===== config.mk =====
export PLATFORM = sky130hd
export DESIGN_NAME = orbit_phase_position_generator_core
export DESIGN_NICKNAME = d
export VERILOG_FILES = /design/src/rtl/opp_pkg.sv /design/src/rtl/opp_mul.sv /design/src/rtl/opp_cordic.sv /design/src/rtl/orbit_phase_position_generator_core.sv
export SDC_FILE = /design/constraint.sdc
export NUM_CORES = 2
export LEC_CHECK = 0
export BUFFER_PORTS_ARGS = -buffer_cell sky130_fd_sc_hd__buf_2
export CAP_MARGIN = 5
export CORE_MARGIN = 4
export CORE_UTILIZATION = 66
export DETAILED_ROUTE_END_ITERATION = 10
export GPL_TIMING_DRIVEN = 0
export PLACE_DENSITY = 0.81
export REMOVE_ABC_BUFFERS = 1
export SYNTH_ARGS = -nofsm -noshare
export SYNTH_HDL_FRONTEND = slang
export SYNTH_SLANG_ARGS = --single-unit

===== constraint.sdc =====
create_clock -name clk -period 13.8 [get_ports clk]
set_input_delay 0.69 -clock clk [delete_from_list [all_inputs] [get_ports clk]]
set_output_delay 0.69 -clock clk [all_outputs]
set_load 0.05 [all_outputs]

===== src/rtl/opp_pkg.sv =====
// Shared types, constants and helper functions for the orbit phase/position generator.
// No dependencies; opp_cordic and the top level import this package.
package opp_pkg;

  // Internal CORDIC datapath width (Q2.30 values plus headroom)
  localparam int CW = 34;

  localparam logic signed [CW-1:0] INV_GAIN_Q30 = 34'sd652032874;
  localparam logic signed [CW-1:0] ONE_Q30      = 34'sd1073741824;
  localparam logic signed [CW-1:0] NEG_ONE_Q30  = -34'sd1073741824;
  localparam logic signed [33:0]   POS_MAX      = 34'sd65535;
  localparam logic signed [33:0]   NEG_POS_MAX  = -34'sd65535;

  // Configuration register indexes
  localparam logic [7:0] REG_ORBIT_SPEED  = 8'd0;
  localparam logic [7:0] REG_ORBIT_RADIUS = 8'd1;
  localparam logic [7:0] REG_PHASE_OFFSET = 8'd2;
  localparam logic [7:0] REG_TILT_ANGLE   = 8'd3;

  // Sequencer states
  typedef enum logic [3:0] {
    ST_IDLE,
    ST_STEP_MUL,
    ST_ACC,
    ST_ANG,
    ST_CORD_A,
    ST_CORD_T,
    ST_MUL_SS,
    ST_MUL_SC,
    ST_MUL_RC,
    ST_MUL_R1,
    ST_MUL_R2,
    ST_OUT
  } opp_state_t;

  // CORDIC result bundle
  typedef struct packed {
    logic               done;
    logic signed [31:0] cos_v;
    logic signed [31:0] sin_v;
  } cordic_res_t;

  // Arctangent of 2^-i in 2^-32 turn units
  function automatic logic [31:0] atan_turn(input logic [4:0] idx);
    logic [31:0] v;
    unique case (idx)
      5'd0:  v = 32'd536870912;
      5'd1:  v = 32'd316933406;
      5'd2:  v = 32'd167458907;
      5'd3:  v = 32'd85004756;
      5'd4:  v = 32'd42667331;
      5'd5:  v = 32'd21354465;
      5'd6:  v = 32'd10679838;
      5'd7:  v = 32'd5340245;
      5'd8:  v = 32'd2670163;
      5'd9:  v = 32'd1335087;
      5'd10: v = 32'd667544;
      5'd11: v = 32'd333772;
      5'd12: v = 32'd166886;
      5'd13: v = 32'd83443;
      5'd14: v = 32'd41722;
      5'd15: v = 32'd20861;
      5'd16: v = 32'd10430;
      5'd17: v = 32'd5215;
      5'd18: v = 32'd2608;
      5'd19: v = 32'd1304;
      5'd20: v = 32'd652;
      5'd21: v = 32'd326;
      5'd22: v = 32'd163;
      5'd23: v = 32'd81;
      default: v = 32'd0;
    endcase
    return v;
  endfunction

  // Shift a Q2.30 x Q2.30 (or Q8.8 x Q2.30) product right by 30, nearest, ties up
  function automatic logic signed [33:0] rnd30(input logic signed [63:0] v);
    logic signed [63:0] s;
    s = v + 64'sd536870912;
    return $signed(s[63:30]);
  endfunction

  // Saturate a position to the Q8.8 output range
  function automatic logic signed [16:0] sat_pos(input logic signed [33:0] v);
    logic signed [16:0] r;
    if (v > POS_MAX) begin
      r = 17'sd65535;
    end else if (v < NEG_POS_MAX) begin
      r = -17'sd65535;
    end else begin
      r = v[16:0];
    end
    return r;
  endfunction

endpackage


===== src/rtl/opp_mul.sv =====
// Shared signed 32x32 multiplier with a registered 64-bit product.
// No package dependencies; used by the top-level sequencer.
module opp_mul (
  input  logic               clk,
  input  logic               en,
  input  logic signed [31:0] a,
  input  logic signed [31:0] b,
  output logic signed [63:0] prod
);

  logic signed [63:0] prod_r;
  logic signed [63:0] prod_nxt;

  // Product is captured only on issue cycles so it holds while the sequencer waits
  always_comb begin
    prod_nxt = prod_r;
    if (en) begin
      prod_nxt = a * b;
    end
  end

  always_ff @(posedge clk) begin
    prod_r <= prod_nxt;
  end

  assign prod = prod_r;

endmodule


===== src/rtl/opp_cordic.sv =====
// Iterative rotation-mode CORDIC: one micro-rotation per cycle, cos/sin in Q2.30.
// Depends on opp_pkg (atan table, constants, result struct).
module opp_cordic #(
  parameter int CORDIC_STEPS = 16
) (
  input  logic                clk,
  input  logic                rst_n,
  input  logic                start,
  input  logic [15:0]         angle,
  output opp_pkg::cordic_res_t res
);
  import opp_pkg::*;

  localparam int CNT_W = (CORDIC_STEPS > 1) ? $clog2(CORDIC_STEPS) : 1;
  localparam logic [CNT_W-1:0] LAST = CNT_W'(CORDIC_STEPS - 1);

  logic signed [CW-1:0] x_r, x_nxt;
  logic signed [CW-1:0] y_r, y_nxt;
  logic signed [CW-1:0] z_r, z_nxt;
  logic [CNT_W-1:0]     cnt_r, cnt_nxt;
  logic                 busy_r, busy_nxt;
  logic                 done_r, done_nxt;
  logic                 flip_r, flip_nxt;

  logic [31:0]          u;
  logic                 flip_in;
  logic signed [CW-1:0] at_v;
  logic signed [CW-1:0] xf, yf;

  // Load, fold into the right half plane, then iterate
  always_comb begin
    x_nxt    = x_r;
    y_nxt    = y_r;
    z_nxt    = z_r;
    cnt_nxt  = cnt_r;
    busy_nxt = busy_r;
    done_nxt = done_r;
    flip_nxt = flip_r;
    u        = {angle, 16'h0000};
    flip_in  = u[31] ^ u[30];
    at_v     = $signed(CW'(atan_turn(5'(cnt_r))));
    if (start) begin
      // Angles in the left half plane move by half a turn; results get negated
      x_nxt    = INV_GAIN_Q30;
      y_nxt    = '0;
      z_nxt    = CW'($signed({u[31] ^ flip_in, u[30:0]}));
      cnt_nxt  = '0;
      busy_nxt = 1'b1;
      done_nxt = 1'b0;
      flip_nxt = flip_in;
    end else if (busy_r) begin
      if (!z_r[CW-1]) begin
        x_nxt = x_r - (y_r >>> cnt_r);
        y_nxt = y_r + (x_r >>> cnt_r);
        z_nxt = z_r - at_v;
      end else begin
        x_nxt = x_r + (y_r >>> cnt_r);
        y_nxt = y_r - (x_r >>> cnt_r);
        z_nxt = z_r + at_v;
      end
      if (cnt_r == LAST) begin
        busy_nxt = 1'b0;
        done_nxt = 1'b1;
      end else begin
        cnt_nxt = cnt_r + 1'b1;
      end
    end
  end

  always_ff @(posedge clk) begin
    if (!rst_n) begin
      busy_r <= 1'b0;
      done_r <= 1'b0;
    end else begin
      busy_r <= busy_nxt;
      done_r <= done_nxt;
    end
  end

  always_ff @(posedge clk) begin
    x_r    <= x_nxt;
    y_r    <= y_nxt;
    z_r    <= z_nxt;
    cnt_r  <= cnt_nxt;
    flip_r <= flip_nxt;
  end

  // Undo the fold and clamp to [-1, 1]
  always_comb begin
    xf = flip_r ? -x_r : x_r;
    yf = flip_r ? -y_r : y_r;
    if (xf > ONE_Q30) begin
      xf = ONE_Q30;
    end else if (xf < NEG_ONE_Q30) begin
      xf = NEG_ONE_Q30;
    end
    if (yf > ONE_Q30) begin
      yf = ONE_Q30;
    end else if (yf < NEG_ONE_Q30) begin
      yf = NEG_ONE_Q30;
    end
    res.done  = done_r;
    res.cos_v = xf[31:0];
    res.sin_v = yf[31:0];
  end

endmodule


===== src/rtl/orbit_phase_position_generator_core.sv =====
// Top level: config registers, phase accumulator, sequencer and output register.
// Depends on opp_pkg, opp_mul and opp_cordic.
//
// Usage:
//   Input channel (in_valid / in_stall / in_time_step): one item per time step.
//   in_stall is high whenever an item is in progress; the block takes one item
//   at a time.
//   Result channel (out_valid / out_stall / out_*): one result item per input
//   item, held in an output register so the next input item can be taken while
//   a result still waits. The result register holds its value while out_stall
//   is high; a finished item waits in the last sequencer state if the output
//   register is still full.
//   Config channel (cfg_valid / cfg_ready / cfg_index / cfg_wdata): always
//   ready; indexes 0..3 write speed, radius, phase offset and tilt, others are
//   dropped. Write only while no item is in progress.
//   The shared CORDIC unit runs twice per item (orbit angle, then tilt angle)
//   at one micro-rotation per cycle, and one shared 32x32 multiplier does the
//   six products in turn.
//   Reset (rst_n low, synchronous) clears the phase accumulator, sets radius
//   to 1.0, speed, offset and tilt to 0, and empties the output register.
module orbit_phase_position_generator_core #(
  parameter int PHASE_BITS   = 16,
  parameter int CORDIC_STEPS = 16
) (
  input  logic               clk,
  input  logic               rst_n,
  // input channel
  input  logic               in_valid,
  output logic               in_stall,
  input  logic [15:0]        in_time_step,
  // result channel
  output logic               out_valid,
  input  logic               out_stall,
  output logic [15:0]        out_phase_now,
  output logic signed [16:0] out_pos_x,
  output logic signed [16:0] out_pos_y,
  output logic signed [16:0] out_pos_z,
  // configuration channel
  input  logic               cfg_valid,
  output logic               cfg_ready,
  input  logic [7:0]         cfg_index,
  input  logic [31:0]        cfg_wdata
);
  import opp_pkg::*;

  localparam int SH = 32 - PHASE_BITS;
  localparam logic [40:0] RND_HALF = (41'd1 << SH) >> 1;

  // Config registers
  logic signed [23:0] speed_r;
  logic [15:0]        radius_r;
  logic [15:0]        offset_r;
  logic [15:0]        tilt_r;

  // Control
  opp_state_t state_r, state_nxt;
  logic       out_valid_r, out_valid_nxt;

  // Datapath registers
  logic [PHASE_BITS-1:0] acc_r, acc_nxt;
  logic [15:0]           dt_r, dt_nxt;
  logic [15:0]           ph16_r, ph16_nxt;
  logic signed [31:0]    ca_r, ca_nxt, sa_r, sa_nxt;
  logic signed [31:0]    ct_r, ct_nxt, st_r, st_nxt;
  logic signed [31:0]    t1_r, t1_nxt, t2_r, t2_nxt;
  logic signed [16:0]    px_r, px_nxt, py_r, py_nxt;
  logic [15:0]           o_ph_r, o_ph_nxt;
  logic signed [16:0]    o_x_r, o_x_nxt, o_y_r, o_y_nxt, o_z_r, o_z_nxt;

  // Shared-unit hookups
  logic               mul_en;
  logic signed [31:0] mul_a, mul_b;
  logic signed [63:0] prod;
  logic               cor_start;
  logic [15:0]        cor_angle;
  cordic_res_t        cor_res;

  // Combinational helpers
  logic signed [40:0]    p_rnd;
  logic signed [40:0]    p_sh;
  logic [31:0]           acc_wide;
  logic [15:0]           ph16_now;
  logic signed [31:0]    radius_s;
  logic                  out_free;

  opp_mul u_mul (
    .clk  (clk),
    .en   (mul_en),
    .a    (mul_a),
    .b    (mul_b),
    .prod (prod)
  );

  opp_cordic #(
    .CORDIC_STEPS (CORDIC_STEPS)
  ) u_cordic (
    .clk   (clk),
    .rst_n (rst_n),
    .start (cor_start),
    .angle (cor_angle),
    .res   (cor_res)
  );

  // Configuration writes, always accepted
  assign cfg_ready = 1'b1;

  always_ff @(posedge clk) begin
    if (!rst_n) begin
      speed_r  <= '0;
      radius_r <= 16'd256;
      offset_r <= '0;
      tilt_r   <= '0;
    end else if (cfg_valid && cfg_ready) begin
      unique case (cfg_index)
        REG_ORBIT_SPEED:  speed_r  <= $signed(cfg_wdata[23:0]);
        REG_ORBIT_RADIUS: radius_r <= cfg_wdata[15:0];
        REG_PHASE_OFFSET: offset_r <= cfg_wdata[15:0];
        REG_TILT_ANGLE:   tilt_r   <= cfg_wdata[15:0];
        default: ;
      endcase
    end
  end

  // Phase step rounding and phase alignment to Q0.16
  always_comb begin
    p_rnd    = $signed(prod[40:0]) + $signed(RND_HALF);
    p_sh     = p_rnd >>> SH;
    acc_wide = 32'(acc_r) << SH;
    ph16_now = acc_wide[31:16];
    radius_s = $signed({16'h0000, radius_r});
    out_free = !out_valid_r || !out_stall;
  end

  // Sequencer
  always_comb begin
    state_nxt     = state_r;
    out_valid_nxt = out_valid_r;
    acc_nxt       = acc_r;
    dt_nxt        = dt_r;
    ph16_nxt      = ph16_r;
    ca_nxt        = ca_r;
    sa_nxt        = sa_r;
    ct_nxt        = ct_r;
    st_nxt        = st_r;
    t1_nxt        = t1_r;
    t2_nxt        = t2_r;
    px_nxt        = px_r;
    py_nxt        = py_r;
    o_ph_nxt      = o_ph_r;
    o_x_nxt       = o_x_r;
    o_y_nxt       = o_y_r;
    o_z_nxt       = o_z_r;
    mul_en        = 1'b0;
    mul_a         = 32'(speed_r);
    mul_b         = $signed({16'h0000, dt_r});
    cor_start     = 1'b0;
    cor_angle     = ph16_now + offset_r;
    in_stall      = (state_r != ST_IDLE);

    // Result taken downstream
    if (out_valid_r && !out_stall) begin
      out_valid_nxt = 1'b0;
    end

    unique case (state_r)
      ST_IDLE: begin
        if (in_valid) begin
          dt_nxt    = in_time_step;
          state_nxt = ST_STEP_MUL;
        end
      end
      ST_STEP_MUL: begin
        // speed * time_step
        mul_en    = 1'b1;
        state_nxt = ST_ACC;
      end
      ST_ACC: begin
        acc_nxt   = acc_r + p_sh[PHASE_BITS-1:0];
        state_nxt = ST_ANG;
      end
      ST_ANG: begin
        ph16_nxt  = ph16_now;
        cor_start = 1'b1;
        state_nxt = ST_CORD_A;
      end
      ST_CORD_A: begin
        cor_angle = tilt_r;
        if (cor_res.done) begin
          ca_nxt    = cor_res.cos_v;
          sa_nxt    = cor_res.sin_v;
          cor_start = 1'b1;
          state_nxt = ST_CORD_T;
        end
      end
      ST_CORD_T: begin
        if (cor_res.done) begin
          ct_nxt    = cor_res.cos_v;
          st_nxt    = cor_res.sin_v;
          state_nxt = ST_MUL_SS;
        end
      end
      ST_MUL_SS: begin
        mul_en    = 1'b1;
        mul_a     = sa_r;
        mul_b     = st_r;
        state_nxt = ST_MUL_SC;
      end
      ST_MUL_SC: begin
        mul_en    = 1'b1;
        mul_a     = sa_r;
        mul_b     = ct_r;
        t1_nxt    = 32'(rnd30(prod));
        state_nxt = ST_MUL_RC;
      end
      ST_MUL_RC: begin
        mul_en    = 1'b1;
        mul_a     = radius_s;
        mul_b     = ca_r;
        t2_nxt    = 32'(rnd30(prod));
        state_nxt = ST_MUL_R1;
      end
      ST_MUL_R1: begin
        mul_en    = 1'b1;
        mul_a     = radius_s;
        mul_b     = t1_r;
        px_nxt    = sat_pos(rnd30(prod));
        state_nxt = ST_MUL_R2;
      end
      ST_MUL_R2: begin
        mul_en    = 1'b1;
        mul_a     = radius_s;
        mul_b     = t2_r;
        py_nxt    = sat_pos(-rnd30(prod));
        state_nxt = ST_OUT;
      end
      ST_OUT: begin
        // Hand the item to the output register once it is free
        if (out_free) begin
          o_ph_nxt      = ph16_r;
          o_x_nxt       = px_r;
          o_y_nxt       = py_r;
          o_z_nxt       = sat_pos(rnd30(prod));
          out_valid_nxt = 1'b1;
          state_nxt     = ST_IDLE;
        end
      end
      default: begin
        state_nxt = ST_IDLE;
      end
    endcase
  end

  always_ff @(posedge clk) begin
    if (!rst_n) begin
      state_r     <= ST_IDLE;
      out_valid_r <= 1'b0;
      acc_r       <= '0;
    end else begin
      state_r     <= state_nxt;
      out_valid_r <= out_valid_nxt;
      acc_r       <= acc_nxt;
    end
  end

  always_ff @(posedge clk) begin
    dt_r   <= dt_nxt;
    ph16_r <= ph16_nxt;
    ca_r   <= ca_nxt;
    sa_r   <= sa_nxt;
    ct_r   <= ct_nxt;
    st_r   <= st_nxt;
    t1_r   <= t1_nxt;
    t2_r   <= t2_nxt;
    px_r   <= px_nxt;
    py_r   <= py_nxt;
    o_ph_r <= o_ph_nxt;
    o_x_r  <= o_x_nxt;
    o_y_r  <= o_y_nxt;
    o_z_r  <= o_z_nxt;
  end

  assign out_valid     = out_valid_r;
  assign out_phase_now = o_ph_r;
  assign out_pos_x     = o_x_r;
  assign out_pos_y     = o_y_r;
  assign out_pos_z     = o_z_r;

endmodule


Word-level counts from Yosys, hierarchy flattened
Memory sizes are Yosys's and may differ from the RTL's. A register that Yosys moved wholly into a read port is not among the register bits.
Index checks and enable logic that the tools add are counted.
{ "totals": {"register_bits": 591, "mem_bits_ro": 480, "inputBits": 61, "mem_count": 1} }
{ "memory_table": {"columns": ["name", "words", "word_bits", "rd", "rd_ports_with_merged_regs", "write_ports", "line", "source"], "rows": [
  ["(name not given)", 16, 30, 1, 1, 0, "opp_pkg.sv:46", "unique case (idx)"]
]} }
{ "op_classes": {"addsub": 14, "mul": 1, "order_cmp": 8, "eq_ne": 19, "shifts": 2, "mux": 33, "n_bitwise": 4, "reduce_logical": 24} }
{ "ops": {"columns": ["operator", "n"], "rows": [
  ["$mux 34", 7],
  ["$pmux 32 s5", 1],
  ["$mux 32", 4],
  ["$neg 34->34", 3],
  ["$add 34x34->34", 2],
  ["$gt 34x17->1 const B", 2],
  ["$gt 34x32->1 const B", 2],
  ["$lt 34x17->1 const B", 2],
  ["$lt 34x31->1 const B", 2],
  ["$sshr 34x4->34", 2],
  ["$sub 34x34->34", 2],
  ["$add 64x31->64 const B", 1],
  ["$mul 32x32->64", 1],
  ["$pmux 32 s2", 1],
  ["$mux 17", 3],
  ["$pmux 4 s12", 1],
  ["$add 34x33->34", 1],
  ["$sub 34x33->34", 1],
  ["$add 16x16->16", 2],
  ["$add 32x17->32 const B", 1],
  ["$mux 4", 6],
  ["$eq 4x4->1 const B", 5],
  ["$reduce_and 2->1", 10],
  ["$eq 4x3->1 const B", 4],
  ["23 further kinds", 39]
]} }

Depth between registers and ports, before layout
{ "logic_depth": {"ltp_word": 5, "depth_mapped": 37} }

Cells and area by module
Synthesis repeated with hierarchy kept, for this count alone.
{ "hier_totals": {"cells_unflattened": 8146, "area_unflattened_um2": 76801.2} }
{ "by_module_without_submodules": {"columns": ["module", "instances", "cells_per_inst", "area_per_inst_um2"], "rows": [
  ["opp_mul", 1, 4021, 38540.7],
  ["orbit_phase_position_generator_core", 1, 1694, 19436.1],
  ["opp_cordic", 1, 2431, 18824.3]
]} }

Worst setup path before layout
Ideal clock, no wire load.
{ "synth_path": {"path_kind": "register -> register", "start": "register state_r[2]", "end": "register u_mul.prod_r[63] (netlist: u_mul.prod[63]) (data pin)", "setup_ns": 0.273, "arrival_ns": 9.923, "path_slack_ns": 3.605, "stages_incl_launch_ff": 34, "n_path_buf": 5, "path_cell_list": "dfxtp_1 > clkbuf_1 > clkbuf_1 > nand2b_1 > nor2_1 > clkbuf_1 > a22oi_1 > nand4_1 > o21ai_1 > clkbuf_1 > nor2_1 > fa_1 > inv_1 > fa_1 > fa_1 > inv_1 > fa_1 > fa_1 > fa_1 > fa_1 > fa_1 > ha_1 > clkbuf_1 > a211oi_1 > nor2_1 > o41ai_1 > o311ai_0 > o2bb2ai_1 > o31ai_1 > o21ai_1 > a311oi_1 > nor3_1 > a2111oi_0 > xnor2_1"} }
{ "synth_between": {"elab_chain_len": 4, "word_cells_on_any_way": 10, "classes_between": "mul (1); eq/ne (5); mux (2); reduce/logical (2)"} }
{ "synth_rtl": {"columns": ["item", "line", "source"], "rows": [
  ["start: declaration", "orbit_phase_position_generator_core.sv:56", "opp_state_t state_r, state_nxt;"],
  ["start signal: assignment", "orbit_phase_position_generator_core.sv:259", "state_r <= state_nxt;"],
  ["$eq 4x4->1 / $eq 4x3->1 (equally long branches)", "orbit_phase_position_generator_core.sv:165", "unique case (state_r)"],
  ["$reduce_or 3->1 (no source line) / $reduce_or 2->1 (equally long branches)", null, null],
  ["$pmux 32 s2", "orbit_phase_position_generator_core.sv:165", null],
  ["$mul 32x32->64 *", "opp_mul.sv:18", "prod_nxt = a * b;"],
  ["end signal: assignment", "opp_mul.sv:23", "prod_r <= prod_nxt;"],
  ["end: declaration", "opp_mul.sv:11", "logic signed [63:0] prod_r;"]
]} }
Mark *: on every way between the ends. The rest lies on a longest branch, timed or not.
A chain may end at the register's enable or synchronous reset.

Final worst setup path
Ends and elaborated chain as after synthesis.

==> metrics list <==
- Final clock skew: 0.0463 ns
* Status: finished, final reports clean
* Mapped Area: 72700 sq um
- Initial antenna violation count: 13
* Slew Limit Headroom: 1.85%
* Period utilization: 95.2%
- Final nets: 9024
* Residual overflow from global routing: 0
- Maximum buffer depth of the clock tree: 3
- Placement Rows: 121
* Count of input and output buffers: 121
* Crit path top cell by count: sky130_fd_sc_hd__fa_1
- The number of different library cells used by synthesis comes to 103.
- Number of DRC violations after detailed routing: 0
* Required time at the worst-slack endpoint: 14.17 ns
- Entering global routing, the biggest net connects 98 pins.
- Final number of hold-violating endpoints: 0
- Root buffer cell: sky130_fd_sc_hd__clkbuf_16
- Worst reg2reg path startpoint: state_r[2]
* Die extent in x: 340 um
- Total routing resource utilization after global routing: 39.0%
* Final setup vio count: 0
- Sink count of the clock tree: 606
- At the end of routability-driven placement, the weighted congestion stood at 1.04.
* Proportion of netlist area held by the largest area contributor: 29.9%
- The detailed router finished its first iteration with 6944 violations.
- After routing, the total negative slack on setup checks comes to 0 ns.
- Before antenna repair, the detailed router went through 9 iterations.
- Critical-path maximum fanout: 53
- Die outline area: 116000 sq um
- Launch point of the worst hold path: in_time_step[15]
- Worst hold-check path type: input pin to flop
- Dividing total power by cell area gives a power density of 130 nW/um^2.
* Post-synthesis cell type with the largest combined area: sky130_fd_sc_hd__fa_1
- Number of buffers added by the clock tree synthesis step: 70
- Summed over all nets, the half-perimeter wirelength after detailed placement is 173000 um.
* Slack of the critical path: 0.668 ns
- CP arrival: 13.50 ns
- Clock Latency Late Sink: 0.69 ns
* Endpoint type of the worst setup path: flop
- Die height: 340 um
- TritonCTS built the clock tree.
* Number of fill cells: 7822
- Tightest Pin Transition: 1.47 ns
* Clock edge transition at the registers on the reported setup and hold paths: 0.07 ns
- Kind of critical path: flop to flop
* Via count: 58663
- The synthesized design contains 393 enable-type register cells.
* Via count of the first global-routing pass: 59704
- Via density: 6.45
- DRT Wirelength: 223000 um
- Leak Pwr: 34.8 nW
* Synth Area per Inst: 9.49 sq um
- Delay of the slowest cell on the worst path: 1.15 ns
- Before CTS, the worst setup slack after placement is -0.121 ns.
- Startpoint of the most critical setup path: state_r[2]
- Cell types occupying the most area after synthesis: sky130_fd_sc_hd__fa_1 30%, sky130_fd_sc_hd__edfxtp_1 16%, sky130_fd_sc_hd__dfxtp_1 5.9%
- Global-route wire length before repair: 346000 um
- Proportion of synthesized flip-flops having asynchronous set or reset: 0%
* Portion of the post-synthesis area used by sequential elements: 22.1%
- Fraction of layout instances using a drive strength above 1: 7.29%
* Leading register cell type out of synthesis: sky130_fd_sc_hd__edfxtp_1
- Buf/Inv on CP: 5
* Final critical path time including I/O delays and setup: 13.13 ns
- After synthesis the netlist holds a flip-flop and latch count of 606.
- Max Slew Vio Count: 0
- Yosys Warn Count: 0
- Kind of launch point of the worst setup path: flop
- The clock tree synthesis step divided the H-tree into 3 levels.
- The initial utilization of the core area, before any placement, comes to 66.6%.
- Timing-limited maximum frequency: 76.1 MHz
- Once detail routing completed, the nets flagged for antenna violations numbered 0.
- Number of maximum-capacitance violations: 0
* DR WL/cell: 24.5 um
- The core region is 109000 sq um.
- 131 I/O pins were placed.
- The slowest stage of the critical path is the sky130_fd_sc_hd__nor2_1 cell.
* RSZ-0062 raised after global routing: no
* Area added between synthesis and finish: 7.42%
- Cell family contributing the most delay on the critical path: adder cells
- Worst ir drop on vdd: 0.190 mV
- Synthesis produced 7663 cells.
-- what timing repair did --
| item | 4_1_cts | 5_1_grt |
|---|---|---|
| setup endpoints to repair | 1 | 1 |
| hold buffers | 0 | 0 |
| gates resized for setup | 1 | 2 |
| buffers inserted | 0 | 0 |
-- where the power goes --
part / internal [W] / total (W) / switching (W)
Combinational: 0.00234 / 0.00548 / 0.00315
Clock: 0.00112 / 0.00195 / 0.000838
Sequential: 0.00220 / 0.00271 / 0.000515
Total: 0.00565 / 0.0102 / 0.00450
-- per-layer routing --
| metal | vias to the layer above | part of all wire [%] | track usage (%) |
|---|---|---|---|
| met2 | 3902 | 43 | 58.0 |
| met1 | 28916 | 36 | 50.1 |
| met3 | 926 | 14 | 13.5 |
| met5 | - | 0.074 | 0 |
| met4 | 10 | 7.3 | 22.0 |
| li1 | 24909 | - | - |
-- metrics by stage --
stage | instances | area, sq um | hold WS, ns | total power [W] | utilization [%]
floorplan | 7254 | 71000 | 0.400 | 0.00668 | -
global placement | 8851 | 73500 | 0.402 | 0.00782 | 67.3
detailed placement | 8948 | 75600 | 0.405 | 0.00803 | 69.2
CTS | 9075 | 78000 | 0.166 | 0.0100 | 71.5
global route | 9083 | 78100 | 0.176 | 0.0108 | 71.5
finish | 9090 | 78100 | 0.175 | 0.0102 | 71.6
-- kinds of logic (layout without fill, tap and decap cells) --
| kind of cell | count (synthesis) | after routing | synth area share (%) |
|---|---|---|---|
| DFF | 606 | 606 | 22.1 |
| buffers and inverters | 1459 | 1400 | 7.77 |
| AOI/OAI and AO/OA | 1063 | 1063 | 9.61 |
| other | 1 | 11 | 0.00516 |
| xor gates and xnor gates | 388 | 388 | 4.67 |
| and+or+nand+nor | 2450 | 2450 | 15.2 |
| adders and majority gates | 1414 | 1414 | 35.5 |
| muxes | 282 | 282 | 5.11 |
-- sequential cells by signal, indices dropped and copies added, names as in the netlist, 34 cells and up --
name,flops
u_mul.prod,49
u_cordic.x_r,34
u_cordic.y_r,34
u_cordic.z_r,34
-- worst paths after layout --
check	endpoint	slack (ns)	depth (start not counted)
max reg2reg	u_mul.prod[63]	0.67	30
max	u_mul.prod[63]	0.67	30
min	dt_r[15]	0.18	1
min reg2reg	out_phase_now[2]	0.41	0
-- cell usage after synthesis, types with 91 or more instances --
cell type	count
sky130_fd_sc_hd__a21oi_1	259
sky130_fd_sc_hd__clkbuf_1	340
sky130_fd_sc_hd__dfxtp_1	213
sky130_fd_sc_hd__edfxtp_1	393
sky130_fd_sc_hd__fa_1	1086
sky130_fd_sc_hd__ha_1	328
sky130_fd_sc_hd__inv_1	1045
sky130_fd_sc_hd__mux2i_1	171
sky130_fd_sc_hd__nand2_1	894
sky130_fd_sc_hd__nor2_1	854
sky130_fd_sc_hd__nor2b_1	91
sky130_fd_sc_hd__o21ai_0	197
sky130_fd_sc_hd__xnor2_1	205
sky130_fd_sc_hd__xor2_1	183
-- placed cells by master, fill, tap and decap left out, types with 38 or more instances in the layout --
| cell | n |
|---|---|
| sky130_fd_sc_hd__fa_1 | 1085 |
| sky130_fd_sc_hd__edfxtp_1 | 393 |
| sky130_fd_sc_hd__o21a_1 | 54 |
| sky130_fd_sc_hd__mux4_2 | 65 |
| sky130_fd_sc_hd__a21boi_0 | 43 |
| sky130_fd_sc_hd__a31oi_1 | 48 |
| sky130_fd_sc_hd__ha_1 | 328 |
| sky130_fd_sc_hd__dfxtp_1 | 208 |
| sky130_fd_sc_hd__nor2_1 | 847 |
| sky130_fd_sc_hd__and3_1 | 38 |
| sky130_fd_sc_hd__nand3_1 | 86 |
| sky130_fd_sc_hd__mux2i_1 | 171 |
| sky130_fd_sc_hd__inv_1 | 1044 |
| sky130_fd_sc_hd__nor2b_1 | 90 |
| sky130_fd_sc_hd__or3_1 | 42 |
| sky130_fd_sc_hd__nor3_1 | 74 |
| sky130_fd_sc_hd__nand4_1 | 63 |
| sky130_fd_sc_hd__a21o_1 | 80 |
| sky130_fd_sc_hd__o21ai_0 | 193 |
| sky130_fd_sc_hd__nand2_1 | 894 |
| sky130_fd_sc_hd__a21oi_1 | 251 |
| sky130_fd_sc_hd__xnor2_1 | 205 |
| sky130_fd_sc_hd__nand2b_1 | 58 |
| sky130_fd_sc_hd__a22oi_1 | 60 |
| sky130_fd_sc_hd__xor2_1 | 183 |
| sky130_fd_sc_hd__mux2_2 | 43 |
| sky130_fd_sc_hd__buf_2 | 120 |
| sky130_fd_sc_hd__and2_1 | 80 |
| sky130_fd_sc_hd__clkbuf_16 | 70 |
-- worst reg2reg max path, delay by kind of cell, from the launching register on --
family,cells,cell delay [ns]
AO/OA/AOI/OAI,9,3.73
XOR/XNOR,1,0.24
adder cells (fa/ha/maj),9,4.53
buffers and inverters,5,0.52
flip-flops,1,0.83
AND/OR/NAND/NOR,6,2.99
-- area by class of cell --
class	count	area (sq um)	share of cell area (%)
Inverter	1050	3940	5.05
Antenna cell	10	25.0	0.0320
Tap cell	1476	1850	2.36
Multi-Input combinational cell	5598	51500	66.0
Clock inverter	43	577	0.738
Timing Repair Buffer	223	2250	2.88
Sequential cell	606	16100	20.6
Clock buffer	84	1850	2.37
(Power assumes the default switching activity.)
